===== src/rtl/core/memcomparable_key_group_codec_defines.svh =====
// Assertion macros used by the group codec back end.
`ifndef MEMCOMPARABLE_KEY_GROUP_CODEC_DEFINES_SVH
`define MEMCOMPARABLE_KEY_GROUP_CODEC_DEFINES_SVH

// Clocked check, disabled while reset is high.
`define MKGC_ASSERT(label, clk_s, rst_s, prop, msg) \
  label: assert property (@(posedge clk_s) disable iff (rst_s) prop) \
    else $error(msg);

// Clocked check that also runs during reset.
`define MKGC_ASSERT_ALWAYS(label, clk_s, prop, msg) \
  label: assert property (@(posedge clk_s) prop) else $error(msg);

`endif


===== src/rtl/core/mkgc_pkg.sv =====
// Shared types and constants of the memcomparable key group codec.
package mkgc_pkg;

  // Width of count fields in a job; holds up to the largest group size plus spare.
  localparam int CNT_W = 6;

  localparam logic [7:0] MARKER = 8'hFF;
  localparam logic [7:0] ZERO_BYTE = 8'h00;

  typedef enum logic [2:0] {
    ST_OK    = 3'd0,
    ST_LEN   = 3'd1,
    ST_FF    = 3'd2,
    ST_PAD   = 3'd3,
    ST_RANGE = 3'd4
  } status_t;

  // One classified input item, handed from front to back.
  typedef struct packed {
    logic             dec;        // decode job
    logic [7:0]       data_byte;  // encode: plain byte
    logic             has;        // encode: byte present
    logic             mark;       // encode: group completed, emit 0xFF
    logic             key_end;    // last item of the key
    logic [CNT_W-1:0] pad;        // encode: pad zeros before the end marker
    logic [CNT_W-1:0] count;      // decode: real bytes to emit from the group
    status_t          status;     // decode: key status on key_end
  } job_ctrl_t;

endpackage


===== src/rtl/core/mkgc_if.sv =====
// Valid/ready stream interfaces for key bytes in and codec results out.
interface mkgc_in_if;
  logic       valid;
  logic       ready;
  logic [7:0] in_byte;
  logic       has_byte;
  logic       key_end;

  modport source (output valid, output in_byte, output has_byte, output key_end,
                  input ready);
  modport sink (input valid, input in_byte, input has_byte, input key_end,
                output ready);
endinterface

interface mkgc_out_if;
  logic       valid;
  logic       ready;
  logic [7:0] out_byte;
  logic       byte_valid;
  logic       run_last;
  logic       key_done;
  logic [2:0] status;

  modport source (output valid, output out_byte, output byte_valid, output run_last,
                  output key_done, output status, input ready);
  modport sink (input valid, input out_byte, input byte_valid, input run_last,
                input key_done, input status, output ready);
endinterface


===== src/rtl/core/memcomparable_key_group_codec.sv =====
// A result is offered from the registered job queue, not in the cycle its input item transfers.
// Throughput: one result transfer per cycle while key_out.ready is high; an input
// item transfers each cycle while the two-entry job queue has room.
// Sustained encode rate is set by the result sequencer: 9/8 results per byte plus the pad group.
// Reset (rst, synchronous): mode to encode, key state cleared, queue empty; the group
// buffer is not cleared and is always fully written before it is read.
module memcomparable_key_group_codec
  import mkgc_pkg::*;
#(
  parameter int GROUP_SIZE = 8
) (
  input  logic        clk,
  input  logic        rst,
  input  logic        cfg_we,
  input  logic        cfg_wdata,
  mkgc_in_if.sink     key_in,
  mkgc_out_if.source  key_out
);

  // Queue word: group bytes above the job control fields.
  localparam int QW = GROUP_SIZE * 8 + $bits(job_ctrl_t);

  logic                       f_valid, f_ready;
  job_ctrl_t                  f_ctrl;
  logic [GROUP_SIZE-1:0][7:0] f_data;
  logic [QW-1:0]              q_din, q_dout;
  logic                       b_valid, b_pop;
  job_ctrl_t                  b_ctrl;
  logic [GROUP_SIZE-1:0][7:0] b_data;

  // Front: mode register, group position, decode buffer and error tracking.
  mkgc_front #(.GROUP_SIZE(GROUP_SIZE)) u_front (
    .clk        (clk),
    .rst        (rst),
    .cfg_we     (cfg_we),
    .cfg_wdata  (cfg_wdata),
    .key_in     (key_in),
    .push_valid (f_valid),
    .push_ready (f_ready),
    .push_ctrl  (f_ctrl),
    .push_data  (f_data)
  );

  assign q_din = {f_data, f_ctrl};

  // Short queue lets the front keep taking items while results stall.
  mkgc_queue #(.W(QW)) u_queue (
    .clk        (clk),
    .rst        (rst),
    .push_valid (f_valid),
    .push_ready (f_ready),
    .push_data  (q_din),
    .pop_valid  (b_valid),
    .pop_ready  (b_pop),
    .pop_data   (q_dout)
  );

  assign {b_data, b_ctrl} = q_dout;

  // Back: walks each job one result per transfer, pops on the last one.
  mkgc_back #(.GROUP_SIZE(GROUP_SIZE)) u_back (
    .clk       (clk),
    .rst       (rst),
    .job_valid (b_valid),
    .job_pop   (b_pop),
    .job_ctrl  (b_ctrl),
    .job_data  (b_data),
    .key_out   (key_out)
  );

endmodule


===== src/rtl/core/mkgc_front.sv =====
// Front end: accepts key items, tracks group state, classifies each item into a job.
module mkgc_front
  import mkgc_pkg::*;
#(
  parameter int GROUP_SIZE = 8
) (
  input  logic                          clk,
  input  logic                          rst,
  input  logic                          cfg_we,
  input  logic                          cfg_wdata,
  mkgc_in_if.sink                       key_in,
  output logic                          push_valid,
  input  logic                          push_ready,
  output job_ctrl_t                     push_ctrl,
  output logic [GROUP_SIZE-1:0][7:0]    push_data
);

  localparam int CW = $clog2(GROUP_SIZE + 1);
  localparam int IW = $clog2(GROUP_SIZE);
  localparam logic [CW-1:0] GS_C = CW'(GROUP_SIZE);
  localparam logic [7:0] GS8 = 8'(GROUP_SIZE);

  logic          mode;
  logic [CW-1:0] group_position;
  logic [7:0]    group_buffer [GROUP_SIZE];
  logic          final_group_seen;
  status_t       error_code;
  logic          previous_was_ff;

  logic          acc;
  // encode
  logic [CW-1:0] ep, ep1, epn;
  logic          emark;
  // decode
  logic [CW-1:0] dpos_next;
  logic          dfin_next;
  status_t       derr_next;
  logic          dpff_next;
  logic [7:0]    pad8;
  logic          oor;
  logic [CW-1:0] dcount, emit_count;
  logic          padnz;
  logic          buf_we;
  status_t       dstatus;

  assign key_in.ready = push_ready;
  assign acc = key_in.valid && key_in.ready;

  // Encode classification
  always_comb begin
    ep    = (group_position >= GS_C) ? '0 : group_position;
    ep1   = ep + CW'(1);
    emark = key_in.has_byte && (ep1 == GS_C);
    if (key_in.has_byte) begin
      epn = emark ? '0 : ep1;
    end else begin
      epn = ep;
    end
  end

  // Decode classification
  always_comb begin
    dpos_next  = group_position;
    dfin_next  = final_group_seen;
    derr_next  = error_code;
    dpff_next  = previous_was_ff;
    emit_count = '0;
    buf_we     = 1'b0;
    pad8       = MARKER - key_in.in_byte;
    oor        = pad8 > GS8;
    dcount     = CW'(GS8 - pad8);
    padnz      = 1'b0;
    for (int i = 0; i < GROUP_SIZE; i++) begin
      if (CW'(i) >= dcount && group_buffer[i] != ZERO_BYTE) padnz = 1'b1;
    end
    if (key_in.has_byte) begin
      dpff_next = (key_in.in_byte == MARKER);
      if (group_position < GS_C) begin
        buf_we    = !final_group_seen;
        dpos_next = group_position + CW'(1);
      end else begin
        dpos_next = '0;
        if (!final_group_seen) begin
          if (oor) begin
            if (error_code == ST_OK) derr_next = ST_RANGE;
            dfin_next = 1'b1;
          end else begin
            emit_count = dcount;
            if (padnz && error_code == ST_OK) derr_next = ST_PAD;
            if (pad8 != ZERO_BYTE) dfin_next = 1'b1;
          end
        end
      end
    end
    if (dpos_next != '0) begin
      dstatus = ST_LEN;
    end else if (dpff_next) begin
      dstatus = ST_FF;
    end else if (!dfin_next) begin
      dstatus = ST_LEN;
    end else begin
      dstatus = derr_next;
    end
  end

  // Job out
  always_comb begin
    push_ctrl.dec       = mode;
    push_ctrl.data_byte = key_in.in_byte;
    push_ctrl.has       = key_in.has_byte;
    push_ctrl.mark      = emark;
    push_ctrl.key_end   = key_in.key_end;
    push_ctrl.pad       = CNT_W'(GS_C - epn);
    push_ctrl.count     = CNT_W'(emit_count);
    push_ctrl.status    = (mode && key_in.key_end) ? dstatus : ST_OK;
    for (int i = 0; i < GROUP_SIZE; i++) push_data[i] = group_buffer[i];
    if (mode) begin
      push_valid = acc && ((emit_count != '0) || key_in.key_end);
    end else begin
      push_valid = acc && (key_in.has_byte || key_in.key_end);
    end
  end

  always_ff @(posedge clk) begin
    if (rst) begin
      mode             <= 1'b0;
      group_position   <= '0;
      final_group_seen <= 1'b0;
      error_code       <= ST_OK;
      previous_was_ff  <= 1'b0;
    end else if (cfg_we) begin
      mode             <= cfg_wdata;
      group_position   <= '0;
      final_group_seen <= 1'b0;
      error_code       <= ST_OK;
      previous_was_ff  <= 1'b0;
    end else if (acc) begin
      if (key_in.key_end) begin
        group_position   <= '0;
        final_group_seen <= 1'b0;
        error_code       <= ST_OK;
        previous_was_ff  <= 1'b0;
      end else if (mode) begin
        group_position   <= dpos_next;
        final_group_seen <= dfin_next;
        error_code       <= derr_next;
        previous_was_ff  <= dpff_next;
      end else begin
        group_position   <= epn;
      end
    end
  end

  // Group buffer: payload only, no reset
  always_ff @(posedge clk) begin
    if (acc && mode && buf_we) begin
      group_buffer[group_position[IW-1:0]] <= key_in.in_byte;
    end
  end

endmodule


===== src/rtl/core/mkgc_queue.sv =====
// Two-entry job queue between front and back.
module mkgc_queue #(
  parameter int W = 8
) (
  input  logic         clk,
  input  logic         rst,
  input  logic         push_valid,
  output logic         push_ready,
  input  logic [W-1:0] push_data,
  output logic         pop_valid,
  input  logic         pop_ready,
  output logic [W-1:0] pop_data
);

  logic [W-1:0] entry0, entry1;
  logic [1:0]   cnt;
  logic         push, pop;

  assign push_ready = (cnt != 2'd2);
  assign pop_valid  = (cnt != 2'd0);
  assign pop_data   = entry0;
  assign push = push_valid && push_ready;
  assign pop  = pop_valid && pop_ready;

  always_ff @(posedge clk) begin
    if (rst) begin
      cnt <= 2'd0;
    end else begin
      case ({push, pop})
        2'b10:   cnt <= cnt + 2'd1;
        2'b01:   cnt <= cnt - 2'd1;
        default: cnt <= cnt;
      endcase
    end
  end

  always_ff @(posedge clk) begin
    case ({push, pop})
      2'b10: begin
        if (cnt == 2'd0) entry0 <= push_data;
        else entry1 <= push_data;
      end
      2'b01: begin
        entry0 <= entry1;
      end
      2'b11: begin
        // push allowed only below full, so one entry is held here
        entry0 <= push_data;
      end
      default: begin
        entry0 <= entry0;
      end
    endcase
  end

endmodule


===== src/rtl/core/mkgc_back.sv =====
// Back end: expands the job at the queue head into result transfers, one a cycle while key_out is ready.
`include "memcomparable_key_group_codec_defines.svh"
module mkgc_back
  import mkgc_pkg::*;
#(
  parameter int GROUP_SIZE = 8
) (
  input  logic                       clk,
  input  logic                       rst,
  input  logic                       job_valid,
  output logic                       job_pop,
  input  job_ctrl_t                  job_ctrl,
  input  logic [GROUP_SIZE-1:0][7:0] job_data,
  mkgc_out_if.source                 key_out
);

  localparam int IW = $clog2(GROUP_SIZE);

  logic [CNT_W-1:0] k;
  logic [CNT_W-1:0] off1, off2, off3, total;
  logic             last, xfer;

  always_comb begin
    off1 = CNT_W'(job_ctrl.has);
    off2 = off1 + CNT_W'(job_ctrl.mark);
    off3 = off2 + job_ctrl.pad;
    if (job_ctrl.dec) begin
      total = (job_ctrl.count == '0) ? CNT_W'(1) : job_ctrl.count;
    end else begin
      total = job_ctrl.key_end ? off3 + CNT_W'(1) : off2;
    end
    last = (k == total - CNT_W'(1));
  end

  always_comb begin
    key_out.valid      = job_valid;
    key_out.byte_valid = 1'b1;
    if (job_ctrl.dec) begin
      if (job_ctrl.count == '0) begin
        key_out.out_byte   = ZERO_BYTE;
        key_out.byte_valid = 1'b0;
      end else begin
        key_out.out_byte = job_data[k[IW-1:0]];
      end
    end else if (k < off1) begin
      key_out.out_byte = job_ctrl.data_byte;
    end else if (k < off2) begin
      key_out.out_byte = MARKER;
    end else if (k < off3) begin
      key_out.out_byte = ZERO_BYTE;
    end else begin
      key_out.out_byte = MARKER - 8'(job_ctrl.pad);
    end
    key_out.run_last = last;
    key_out.key_done = last && job_ctrl.key_end;
    key_out.status   = (last && job_ctrl.key_end) ? job_ctrl.status : ST_OK;
  end

  assign xfer    = key_out.valid && key_out.ready;
  assign job_pop = xfer && last;

  always_ff @(posedge clk) begin
    if (rst) begin
      k <= '0;
    end else if (xfer) begin
      k <= last ? '0 : k + CNT_W'(1);
    end
  end

  `MKGC_ASSERT(a_step_holds, clk, rst, key_out.valid && !key_out.ready |=> $stable(k), "step moved while stalled")
  `MKGC_ASSERT(a_step_adv, clk, rst, xfer && !last |=> k == $past(k) + CNT_W'(1), "step did not advance")
  `MKGC_ASSERT(a_status_done, clk, rst, key_out.valid && !key_out.key_done |-> key_out.status == ST_OK, "status without key_done")
  `MKGC_ASSERT(a_done_last, clk, rst, key_out.valid && key_out.key_done |-> key_out.run_last, "key_done off the last result")

endmodule

===== src/flat_wrapper.sv =====
// flat-port wrapper written by rule: the top's interface ports become plain ports
module memcomparable_key_group_codec_flat import mkgc_pkg::*;
#(
  parameter int GROUP_SIZE = 8
)
  (clk, rst, cfg_we, cfg_wdata, key_in_valid, key_in_in_byte, key_in_has_byte, key_in_key_end, key_in_ready, key_out_valid, key_out_out_byte, key_out_byte_valid, key_out_run_last, key_out_key_done, key_out_status, key_out_ready);
  mkgc_in_if key_in_i ();
  mkgc_out_if key_out_i ();
  input  logic clk;
  input  logic rst;
  input  logic cfg_we;
  input  logic cfg_wdata;
  input wire logic [$bits(key_in_i.valid)-1:0] key_in_valid;
  input wire logic [$bits(key_in_i.in_byte)-1:0] key_in_in_byte;
  input wire logic [$bits(key_in_i.has_byte)-1:0] key_in_has_byte;
  input wire logic [$bits(key_in_i.key_end)-1:0] key_in_key_end;
  output wire logic [$bits(key_in_i.ready)-1:0] key_in_ready;
  output wire logic [$bits(key_out_i.valid)-1:0] key_out_valid;
  output wire logic [$bits(key_out_i.out_byte)-1:0] key_out_out_byte;
  output wire logic [$bits(key_out_i.byte_valid)-1:0] key_out_byte_valid;
  output wire logic [$bits(key_out_i.run_last)-1:0] key_out_run_last;
  output wire logic [$bits(key_out_i.key_done)-1:0] key_out_key_done;
  output wire logic [$bits(key_out_i.status)-1:0] key_out_status;
  input wire logic [$bits(key_out_i.ready)-1:0] key_out_ready;
  assign key_in_i.valid = key_in_valid;
  assign key_in_i.in_byte = key_in_in_byte;
  assign key_in_i.has_byte = key_in_has_byte;
  assign key_in_i.key_end = key_in_key_end;
  assign key_in_ready = key_in_i.ready;
  assign key_out_valid = key_out_i.valid;
  assign key_out_out_byte = key_out_i.out_byte;
  assign key_out_byte_valid = key_out_i.byte_valid;
  assign key_out_run_last = key_out_i.run_last;
  assign key_out_key_done = key_out_i.key_done;
  assign key_out_status = key_out_i.status;
  assign key_out_i.ready = key_out_ready;
  memcomparable_key_group_codec #(.GROUP_SIZE(GROUP_SIZE)) u_core (.clk(clk), .rst(rst), .cfg_we(cfg_we), .cfg_wdata(cfg_wdata), .key_in(key_in_i), .key_out(key_out_i));
endmodule

===== config.mk =====
export PLATFORM = sky130hd
export DESIGN_NAME = memcomparable_key_group_codec_flat
export DESIGN_NICKNAME = d
export VERILOG_FILES = /design/src/rtl/core/mkgc_pkg.sv /design/src/rtl/core/mkgc_if.sv /design/src/rtl/core/memcomparable_key_group_codec.sv /design/src/rtl/core/mkgc_front.sv /design/src/rtl/core/mkgc_queue.sv /design/src/rtl/core/mkgc_back.sv /design/src/flat_wrapper.sv
export VERILOG_INCLUDE_DIRS = /design/src /design/src/rtl/core
export SDC_FILE = /design/constraint.sdc
export NUM_CORES = 1
export LEC_CHECK = 0
export ABC_AREA = 1
export BUFFER_PORTS_ARGS = -buffer_cell sky130_fd_sc_hd__buf_2
export CAP_MARGIN = 20
export CELL_PAD_IN_SITES_DETAIL_PLACEMENT = 0
export CELL_PAD_IN_SITES_GLOBAL_PLACEMENT = 1
export CORE_AREA = 2 2 153 185
export CTS_CLUSTER_DIAMETER = 120
export DETAILED_ROUTE_END_ITERATION = 8
export DIE_AREA = 0 0 155 187
export PLACE_DENSITY = 0.79
export SLEW_MARGIN = 20
export SYNTH_ARGS = -nofsm -noshare
export SYNTH_HDL_FRONTEND = slang
export SYNTH_SLANG_ARGS = --single-unit

===== constraint.sdc =====
create_clock -name clk -period 8.43 [get_ports clk]
set_input_delay 0.843 -clock clk [delete_from_list [all_inputs] [get_ports clk]]
set_output_delay 0.843 -clock clk [all_outputs]
set_load 0.01 [all_outputs]

==> impl_metrics.csv <==
group,metric,value,unit
run_status,status,"finished clean",
floorplan,ios,32,
final_layout,drive_gt1_frac,0.116,
pwr,seqPwrFrac,0.502,
pwr,vdd_drop_max,0.000139,V
route,routedWlPerCell,16.7,um
global_route,grt_pass1_wl,38.8,mm
sta,slew-limit-headroom,0.273,
synthesis,yosys_warnings,0,
sta,setup_tns,0,ns
cts,insertion_delay,0.54,ns
synthesis,synth_common_cells,"edfxtp_1, nand2_1, inv_1",
route,vias,7291,
worst_hold_path,whs_path_depth,0,
worst_setup_path,worst_path_dominant_cell_family,"adder cells",
synthesis,ys_types,51,
worst_setup_path,r2r-start,"u_core.u_queue.pop_data[16]",
place,dp_hpwl,16.7,mm
synthesis,yosysMostFrequentCell,"edfxtp_1",
final_layout,diodes,0,
sta,hold_viol_final,0,
worst_setup_path,cpPeakStageDelay,0.74,ns
global_route,first_global_vias,7183,
floorplan,die_area,29000,um^2
place,place_inst,1411,
sta,max_clock_freq,0.195,GHz
cts,cts_max_path_buffers,3,
cts,h-tree-depth,1,
worst_setup_path,path_max_fanout,93,
floorplan,die_x,155,um
sta,finalCriticalPeriod,5.13,ns
job,cap_viol_max_count,0,
final_layout,syn2layout_area_growth,12.1,%
sta,drv_slew,0,
route,vias_per_cell,5.00,
synthesis,synth_area_per_cell,10.9,um^2
pwr,switchingPower,0.000739,W
worst_setup_path,path_cells,"ha_1, ha_1, fa_1, ha_1, inv_1, nand2_1, nand2_1, nand2_1, inv_1, ha_1, xnor2_1, o21bai_1, a21oi_1, nand3_2, nor2_8, nand4_4, inv_1, ha_4, buf_4, o21ai_0",
worst_setup_path,endpoint,"u_core.u_queue.pop_data[56]",
worst_setup_path,setup.worst_path.start_class,"flip-flop",
synthesis,syn_area,11600,um^2
floorplan,start_util,0.422,
sta,rsz0062_at_grt,"false",
worst_hold_path,hold_path.class,"reg -> reg",
worst_setup_path,worstSetupPathType,"reg -> reg",
place,port_buffers,31,
global_route,grt_usage,0.171,
worst_setup_path,ff2ff_path_depth,20,
pwr,p_clk_frac,0.388,
sta,period_share,0.608,
worst_setup_path,arrival,5.37,ns
cts,cts_tree,"done",
synthesis,synthesis.nets,1102,
sta,finalSetupViolCount,0,
cts,cts-root-buf,"clkbuf_16",
pwr,cellLeakagePower,4.83,nW
route,antenna_left,0,
global_route,grt.overflow.total,0,
cts,post-cts-setup-buffers,0,
sta,tightest_slew,1.09,ns
worst_setup_path,end_kind,"flip-flop",
final_layout,fillers,2458,
worst_setup_path,worstSetupPathDepth,20,
synthesis,synth-seq-cells,258,
route,drc,0,
floorplan,rows,67,
synthesis,seq_area_frac_synth,0.654,
pwr,p_per_area,231,nW/um^2
global_route,grt_start_max_net_pins,94,
cts,post_cts_resized,0,
final_layout,layoutNonFillerInstCount,1457,
floorplan,die_h,187,um
worst_setup_path,worst_r2r_endpoint,"u_core.u_queue.pop_data[56]",
synthesis,ys_async_sr_fraction,0,
worst_setup_path,critPathSlowestCell,"buf_4",
pwr,intPower,0.00225,W
global_route,antenna_found_initial,0,
synthesis,synth_edf_count,240,
cts,cts.hold.buffers_added,0,
synthesis,yosys-top-cells-area,"edfxtp_1, nand2_1, o21ai_0",
synthesis,synth_top_area_frac,0.623,
pwr,combinationalPowerShare,0.110,
worst_setup_path,cp_common_cell,"ha_1",
worst_setup_path,startpoint,"u_core.u_queue.pop_data[16]",
place,place_congestion,0.807,
synthesis,synthCells,1063,
pwr,swShare,0.247,
synthesis,netlist.top_cell.by_area,"edfxtp_1",
sta,clock-skew-final,0.0103,ns
route,drt_iter0_drc,445,
cts,cts.reportedPaths.clkPinSlew,0.07,ns
synthesis,synth-main-ff-cell,"edfxtp_1",
floorplan,fp.coreArea,27400,um^2
cts,numClockSinks,258,
worst_setup_path,path_buf_inv,4,
worst_setup_path,required,8.68,ns
cts,cts_made_buffers,25,
route,drt_wl_total,24.4,mm
route,first_pass_iters,5,
final_layout,nets,1132,
worst_setup_path,worst-r2r-setup-slack,3.30,ns
-- per-stage QoR --
stage / area, um^2 / setup WS [ns] / hold WS [ns] / total power, W / util
after floorplan: 11600 / 1.36 / 0.406 / 0.00177 / -
after global placement: 12100 / 3.39 / 0.430 / 0.00186 / 0.441
after detailed placement: 12100 / 3.32 / 0.432 / 0.00186 / 0.441
after CTS: 13000 / 3.28 / 0.447 / 0.00302 / 0.473
after global routing: 13000 / 2.88 / 0.452 / 0.00311 / 0.473
final: 13000 / 3.30 / 0.445 / 0.00299 / 0.473
-- cells by family after synthesis --
| group | count (synthesis) | share of synthesized area |
|---|---|---|
| buf+inv | 175 | 0.0575 |
| compound gates | 168 | 0.0825 |
| fa+ha+maj | 23 | 0.0255 |
| mux | 8 | 0.00692 |
| xor+xnor | 9 | 0.00746 |
| simple gates | 422 | 0.166 |
| flops | 258 | 0.654 |
-- final cells by class --
cell class,instances,area [um^2],area share
multi-input combinational,630,3370,0.260
sequential,258,7570,0.583
clock inverter,19,233,0.0179
tap,345,432,0.0333
timing repair buffer,39,215,0.0166
clock buffer,27,633,0.0488
inverter,139,522,0.0402
-- worst min-delay path by stage --
stage,slack (ns),endpoint,start
floorplan,0.41,u_core.u_queue.entry1[26],u_core.u_front.mode
finish,0.45,u_core.u_queue.entry1[44],u_core.u_front.group_buffer[2][1]
global route,0.45,u_core.u_queue.entry1[81],u_core.u_front.group_buffer[6][6]
detailed placement,0.43,u_core.u_queue.entry1[59],u_core.u_front.group_buffer[4][0]
global placement,0.43,u_core.u_queue.entry1[73],u_core.u_front.group_buffer[5][6]
CTS,0.45,u_core.u_queue.entry1[44],u_core.u_front.group_buffer[2][1]
-- routing by layer --
layer  GRT usage  vias up  wire [um]
li1            -     3703          -
met1       0.223     3420      10500
met2       0.302      139      12400
met3      0.0199       29       1090
met4      0.0420        0        393
met5           0        -          0
-- state kept, by name, indices dropped and copies added (netlist names) --
name	cells
u_core.u_queue.cnt	2
u_core.u_front.group_position	4
u_core.u_queue.entry1	88
u_core.u_queue.pop_data	88
u_core.u_front.error_code	3
u_core.u_back.k	6
u_core.u_front.group_buffer	64
u_core.u_front.mode	1
u_core.u_front.previous_was_ff	1
u_core.u_front.final_group_seen	1
-- power by group through the flow --
stage	Sequential, W	Combinational (W)	Clock (W)
2_1_floorplan	0.00153	0.000233	0
3_3_place_gp	0.00153	0.000331	0
3_5_place_dp	0.00153	0.000333	0
4_1_cts	0.00150	0.000334	0.00118
5_1_grt	0.00151	0.000371	0.00123
6_report	0.00150	0.000330	0.00116
-- layout by cell type (no fill, tap or decap), drive strengths merged, types with 2 or more instances in the layout --
master / instances
clkinv: 8
xor2: 8
bufinv: 4
nor3b: 4
and2: 2
buf: 39
o221ai: 8
o32ai: 8
a21oi: 29
o21ai: 105
mux2i: 8
nor2: 88
nand3: 32
nor3: 18
o211ai: 11
nor4: 2
o21bai: 2
inv: 141
nand2: 252
dfxtp: 18
clkinvlp: 5
ha: 22
edfxtp: 240
clkbuf: 27
nand4: 21
Note: power is estimated with default switching activity, not from simulation.
